[src/rtl/bcm_pkg.sv]
`default_nettype none

package bcm_pkg;

	localparam logic [1:0] FUNC_INIT  = 2'd0;
	localparam logic [1:0] FUNC_WRITE = 2'd1;
	localparam logic [1:0] FUNC_EXEC  = 2'd2;

	localparam logic [1:0] STAT_RUN      = 2'd0;
	localparam logic [1:0] STAT_HALT     = 2'd1;
	localparam logic [1:0] STAT_ILLEGAL  = 2'd2;
	localparam logic [1:0] STAT_PAST_END = 2'd3;

	localparam logic [7:0] OP_NOP   = 8'h00;
	localparam logic [7:0] OP_LOAD  = 8'h01;
	localparam logic [7:0] OP_STB   = 8'h02;
	localparam logic [7:0] OP_ADD   = 8'h03;
	localparam logic [7:0] OP_SUB   = 8'h04;
	localparam logic [7:0] OP_CMP   = 8'h08;
	localparam logic [7:0] OP_JE    = 8'h09;
	localparam logic [7:0] OP_HALT  = 8'hFF;

	typedef enum logic [1:0] {
		RF_SEL_A,
		RF_SEL_B,
		RF_SEL_OUT
	} rf_sel_t;

	typedef struct packed {
		logic       load_in;
		logic       init_state;
		logic       clear_mem;
		logic       write_byte;
		logic       stop_past_end;
		logic [1:0] fetch_ofs;
		logic       cap_op;
		logic       cap_a;
		logic       cap_b;
		logic       cap_imm;
		logic       cap_ra;
		logic       cap_rb;
		rf_sel_t    rf_sel;
		logic       exec;
		logic       load_out;
	} dp_cmd_t;

	typedef struct packed {
		logic run;
		logic pc_past_end;
		logic clear_last;
	} dp_stat_t;

endpackage

`default_nettype wire

[src/rtl/bcm_ctrl.sv]
`default_nettype none

module bcm_ctrl
	import bcm_pkg::*;
(
	input  wire logic       clk,
	input  wire logic       arst_n,
	input  wire logic       in_valid,
	output logic            in_ready,
	input  wire logic [1:0] func,
	output logic            out_valid,
	input  wire logic       out_ready,
	output dp_cmd_t         cmd,
	input  wire dp_stat_t   stat
);

	typedef enum logic [3:0] {
		S_BOOT,
		S_IDLE,
		S_DISPATCH,
		S_CLEAR,
		S_FETCH0,
		S_FETCH1,
		S_FETCH2,
		S_FETCH3,
		S_FETCH4,
		S_EXEC,
		S_REPORT
	} state_t;

	state_t     state_q;
	logic [1:0] func_q;
	logic       out_valid_q;
	logic       out_free;

	assign in_ready  = (state_q == S_IDLE);
	assign out_valid = out_valid_q;
	assign out_free  = !out_valid_q || out_ready;

	always_comb begin
		cmd = '0;
		cmd.rf_sel = RF_SEL_OUT;
		case (state_q)
			S_BOOT, S_CLEAR: begin
				cmd.clear_mem = 1'b1;
			end
			S_IDLE: begin
				cmd.load_in = in_valid;
			end
			S_DISPATCH: begin
				case (func_q)
					FUNC_INIT: begin
						cmd.init_state = 1'b1;
					end
					FUNC_WRITE: begin
						cmd.write_byte = 1'b1;
					end
					FUNC_EXEC: begin
						cmd.stop_past_end = stat.run && stat.pc_past_end;
					end
					default: begin
					end
				endcase
			end
			S_FETCH0: begin
				cmd.fetch_ofs = 2'd0;
			end
			S_FETCH1: begin
				cmd.fetch_ofs = 2'd1;
				cmd.cap_op = 1'b1;
			end
			S_FETCH2: begin
				cmd.fetch_ofs = 2'd2;
				cmd.cap_a = 1'b1;
			end
			S_FETCH3: begin
				cmd.fetch_ofs = 2'd3;
				cmd.cap_b = 1'b1;
				cmd.rf_sel = RF_SEL_A;
				cmd.cap_ra = 1'b1;
			end
			S_FETCH4: begin
				cmd.cap_imm = 1'b1;
				cmd.rf_sel = RF_SEL_B;
				cmd.cap_rb = 1'b1;
			end
			S_EXEC: begin
				cmd.exec = 1'b1;
			end
			S_REPORT: begin
				cmd.load_out = out_free;
			end
			default: begin
			end
		endcase
	end

	always_ff @(posedge clk or negedge arst_n) begin
		if (!arst_n) begin
			state_q     <= S_BOOT;
			func_q      <= FUNC_INIT;
			out_valid_q <= 1'b0;
		end else begin
			if (out_valid_q && out_ready) begin
				out_valid_q <= 1'b0;
			end
			case (state_q)
				S_BOOT: begin
					if (stat.clear_last) begin
						state_q <= S_IDLE;
					end
				end
				S_IDLE: begin
					if (in_valid) begin
						func_q  <= func;
						state_q <= S_DISPATCH;
					end
				end
				S_DISPATCH: begin
					case (func_q)
						FUNC_INIT: begin
							state_q <= S_CLEAR;
						end
						FUNC_EXEC: begin
							if (stat.run && !stat.pc_past_end) begin
								state_q <= S_FETCH0;
							end else begin
								state_q <= S_REPORT;
							end
						end
						default: begin
							state_q <= S_REPORT;
						end
					endcase
				end
				S_CLEAR: begin
					if (stat.clear_last) begin
						state_q <= S_REPORT;
					end
				end
				S_FETCH0: state_q <= S_FETCH1;
				S_FETCH1: state_q <= S_FETCH2;
				S_FETCH2: state_q <= S_FETCH3;
				S_FETCH3: state_q <= S_FETCH4;
				S_FETCH4: state_q <= S_EXEC;
				S_EXEC:   state_q <= S_REPORT;
				S_REPORT: begin
					if (out_free) begin
						out_valid_q <= 1'b1;
						state_q     <= S_IDLE;
					end
				end
				default: begin
					state_q <= S_IDLE;
				end
			endcase
		end
	end

endmodule

`default_nettype wire

[config.mk]
export PLATFORM = sky130hd
export DESIGN_NAME = bcm_ctrl
export DESIGN_NICKNAME = d
export VERILOG_FILES = /design/src/rtl/bcm_pkg.sv /design/src/rtl/bcm_ctrl.sv
export SDC_FILE = /design/constraint.sdc
export NUM_CORES = 1
export LEC_CHECK = 0
export ABC_AREA = 0
export ABC_CLOCK_PERIOD_IN_PS = 2400
export BUFFER_PORTS_ARGS = -buffer_cell sky130_fd_sc_hd__buf_4
export CORE_UTILIZATION = 40
export DETAILED_ROUTE_END_ITERATION = 8
export PLACE_DENSITY_LB_ADDON = 0.2
export SKIP_LAST_GASP = 1
export SLEW_MARGIN = 15
export SYNTH_ARGS = -nofsm -noshare
export SYNTH_HDL_FRONTEND = slang
export SYNTH_SLANG_ARGS = --single-unit
export TNS_END_PERCENT = 1
[constraint.sdc]
create_clock -name clk -period 2.4 [get_ports clk]
set_clock_uncertainty 0.2 [all_clocks]
set_input_delay 0.12 -clock clk [delete_from_list [all_inputs] [get_ports clk]]
set_output_delay 0.12 -clock clk [all_outputs]
set_load 0.02 [all_outputs]
* After elaboration in Yosys (flattened, before gate mapping) *
Index checks and enable logic that the tools add are counted.

storage, ports and cells
  memories = 0
  output and inout bits = 19
  register bits = 7
  word-level logic and storage cells = 55
  RAM bits = 0
  bits in read-only memories = 0
  latch bits = 0
  bits of input ports = 9

cells by class
  bitwise gates (word level) = 0
  div/mod/pow operators = 0
  mux-type cells = 25
  $add $sub $neg = 0
  shifts and indexed selects = 0
  $lt $le $gt $ge = 0
  reduce and logical (&&, ||, !) cells = 11
  eq/ne operators = 16
  multipliers = 0

operator list
  operator                                                          count
  4-bit case mux with 11 select lines                               1
  4-bit two-way mux                                                 5
  4-bit by 3-bit == test with 1-bit output (second input constant)  4
  1-bit two-way mux                                                 15
  4-bit == test (second input constant)                             3
  4-bit by 2-bit == test with 1-bit output (second input constant)  2
  2-bit inequality test (second input constant)                     4
  4-bit case mux with 2 select lines                                1
  2-bit case mux with 3 select lines                                1
  4-bit by 1-bit == test with 1-bit output (second input constant)  1
  4-bit zero test                                                   1
  2-bit case mux with 2 select lines                                1
  4-bit AND reduction                                               1
  1-bit logical AND                                                 3
  2-bit by 1-bit == test with 1-bit output (second input constant)  1
  2-bit == test (second input constant)                             1
  1-bit zero test                                                   2
  2-bit zero test                                                   1
  2-bit two-way mux                                                 1
  2-bit AND reduction                                               1
  2-bit OR reduction                                                1
  1-bit logical OR                                                  1

* Logic depth before layout (Yosys ltp) *
  depth after elaboration = 5
  gate-level depth with buffers = 4
  mapped depth without buffers = 3

* Worst setup path before layout *
No wires, ideal clock.

  path type = reg2out
  from = register state_q[2]
  to = output cmd[3] (netlist bit)
  setup slack = 0.510 ns
  cell stages (with the launch flop) = 5
  buffers on the path = 1
  data arrival time = 1.570 ns
  required time = 2.080 ns
  cell sequence = dfrtp_1 -> buf_2 -> nand2b_1 -> nor3_1 -> nor2_1

RTL lines
  element                 RTL line         text
  from (decl)             bcm_ctrl.sv:31   state_t state_q;
  from (signal assigned)  bcm_ctrl.sv:100  state_q <= S_BOOT;
  from (signal assigned)  bcm_ctrl.sv:110  state_q <= S_IDLE;
  from (signal assigned)  bcm_ctrl.sv:116  state_q <= S_DISPATCH;
  to (decl)               bcm_ctrl.sv:13   output dp_cmd_t cmd,

==> impl_metrics.py <==
metrics = {
    "run_status": {
        "status": "completed",
    },
    "timing": {
        "holdWs_ns": 0.0215,
        "relSlewSlack_pct": 73.0,
        "rsz0062_at_grt": "no",
        "tns_ns": 0,
        "layout_min_cycle_time_ns": 1.90,
        "final-hold-violation-count": 0,
        "worst_pin_slew_ns": 0.403,
        "max_freq_ghz": 0.527,
        "period_share_pct": 79.1,
        "setup_viol": 0,
        "maxSlewViolCount": 0,
    },
    "logic_synthesis": {
        "ys_warn_count": 0,
        "synth.area.top_cells": "dfrtp_1 (29%), buf_4 (6.3%), nor2_1 (5.6%)",
        "synth.top_cell.area_share_pct": 29.2,
        "yosysTopAreaCell": "dfrtp_1",
        "ys_seq_area_share_pct": 29.2,
        "syn_inst": 70,
        "netlist_area_um2": 601,
        "synth_fp_nets": 79,
        "synth_edf_count": 0,
        "synth-async-reset-ratio_pct": 100,
        "ys_ff_latch": 7,
        "synth_flop_cell": "dfrtp_1",
        "synth.lib_cells_used.distinct": 32,
        "avgSynthCellArea_um2": 8.58,
    },
    "cells_and_area": {
        "drive_above_1_share_pct": 43.3,
        "mostFrequentLayoutCell": "buf_4",
        "n_fill_cell": 134,
        "mostFrequentLayoutCells": "buf_4 (27), nor2_1 (9), dfrtp_1 (7), nand2b_1 (5)",
        "diodes": 0,
        "multi_input_comb_area_um2": 367,
        "utilization_pct": 61.5,
        "syn2layout_area_growth_pct": 38.3,
        "fin_nets": 107,
        "stdcell_count": 112,
        "final-seq-area_um2": 175,
    },
    "global_route": {
        "grt_pass1_wl_um": 2320,
        "grt_pass1_vias": 550,
        "grt_antenna_before_repair": 0,
        "grt_usage_pct": 21.4,
        "grt_start_max_net_pins": 15,
        "grt-ovfl-total": 0,
    },
    "clock_network": {
        "h-tree-depth": 1,
        "post_cts_resized": 0,
        "cts_max_path_buffers": 2,
        "clock-sinks": 7,
        "cts_buffers": 3,
        "cts_tree": "done",
        "clk_latency_ns": 0.25,
        "cts_root_buffer": "clkbuf_4",
        "post_cts_buffers": 0,
        "hold_buffers": 3,
        "clk_pin_slew_ns": 0.05,
    },
    "worst_setup_path": {
        "arrival_ns": 1.58,
        "cp-end-kind": "primary output",
        "start_kind": "register",
        "critical_path_class": "register to primary output",
        "crit_fanout": 12,
        "critPathRequiredTime_ns": 2.08,
    },
    "power": {
        "irDropWorstVdd_mv": 0.620,
        "clockPowerShare_pct": 10.6,
        "fin_total_pwr_w": 0.000997,
        "p_leak_nw": 0.386,
        "p_seq_share_pct": 28.8,
        "powerDensity_nw_per_um2": 1200,
        "internal_power_w": 0.000533,
        "p_sw_share_pct": 46.5,
        "p_sw_w": 0.000463,
        "p_comb_share_pct": 60.5,
    },
    "die": {
        "fp.dieW_um": 40.8,
        "dieArea_um2": 1660,
        "core-area_um2": 1350,
        "rows": 13,
        "initial_core_util_pct": 44.5,
        "die_h_um": 40.8,
        "boundaryPins": 28,
    },
    "flow_run": {
        "cap_violations": 0,
    },
    "detailed_routing": {
        "avgRoutedWirePerCell_um": 12.5,
        "drt-total-wl_um": 1400,
        "vias": 595,
        "via_per_inst": 5.31,
        "dr.pass1.iters": 6,
        "drt_iter0_drc": 12,
        "drc": 0,
        "ant_nets": 0,
    },
    "place": {
        "gp_congestion": 0.846,
        "portBuffers": 27,
        "dp.cells": 105,
        "dpl.hpwl_um": 1030,
    },
    "worst_hold_path": {
        "hold_class": "primary input to register",
    },
}
## metrics by stage
stage,worst slack [ns],instance area (µm²)
final,0.501,831
after CTS,0.481,831
after global placement,0.772,774
after floorplan,0.510,601
after detailed placement,0.759,774
after global routing,0.326,831
## worst max-delay path, cell delays in order, from the launching register on
cell and delay (ns):
dfrtp_1 0.49, nand2b_1 0.23, nor3_1 0.34, nor2_1 0.09
buf_4 0.17
## cell type report
class	instances	area share [%]
Clock buffer	4	3.16
Inverter	3	1.36
Multi-Input combinational cell	53	44.1
Sequential cell	7	21.1
Tap cell	15	2.26
Timing Repair Buffer	30	28.0
## logic make-up (layout without fill, tap and decap cells)
logic type | count (synthesis) | in the layout | synth area share, %
AND/OR/NAND/NOR | 37 | 37 | 37.9
AO/OA/AOI/OAI | 13 | 13 | 17.5
buffers and inverters | 10 | 37 | 9.79
flip-flops | 7 | 7 | 29.2
multiplexers | 3 | 3 | 5.62
## worst paths after layout
path,end,cells past startpoint,start,slack (ns)
max,cmd[3],4,state_q[2],0.50
min,state_q[1],3,stat[0],0.02
max reg2reg,state_q[0],3,state_q[0],0.79
min reg2reg,func_q[0],1,func_q[0],0.40
max in group asynchronous,state_q[2],2,arst_n,1.84
min in group asynchronous,state_q[0],2,arst_n,0.04
## state kept, by name, indices dropped and copies added, names as in the netlist
register	cells
func_q	2
out_valid	1
state_q	4
## power by group through the flow
stage / registers (W) / clock network [W] / logic (W)
3_3_place_gp: 0.000285 / 0 / 0.000602
6_report: 0.000287 / 0.000106 / 0.000603
2_1_floorplan: 0.000219 / 0 / 0.000507
4_1_cts: 0.000284 / 0.000110 / 0.000607
5_1_grt: 0.000304 / 0.000119 / 0.000661
3_5_place_dp: 0.000284 / 0 / 0.000600
## cell usage after synthesis, drive strengths merged (2+ instances only)
cell type / number
or2: 3
inv: 3
dfrtp: 7
nand3: 2
nand2b: 5
buf: 7
nor3: 3
nor2b: 2
and2b: 2
mux2: 3
a21oi: 2
nand2: 3
nor2: 10
nor3b: 2
and4bb: 2
## layer usage
| layer | up-vias | GRT usage (%) | part of all wire (%) |
|---|---|---|---|
| li1 | 300 | - | - |
| met1 | 275 | 24.8 | 44 |
| met2 | 18 | 36.9 | 50 |
| met3 | 2 | 6.52 | 5.1 |
| met4 | 0 | 7.50 | 0.57 |
| met5 | - | 0 | 0 |
No activity file was read; power rests on OpenSTA's default activity.
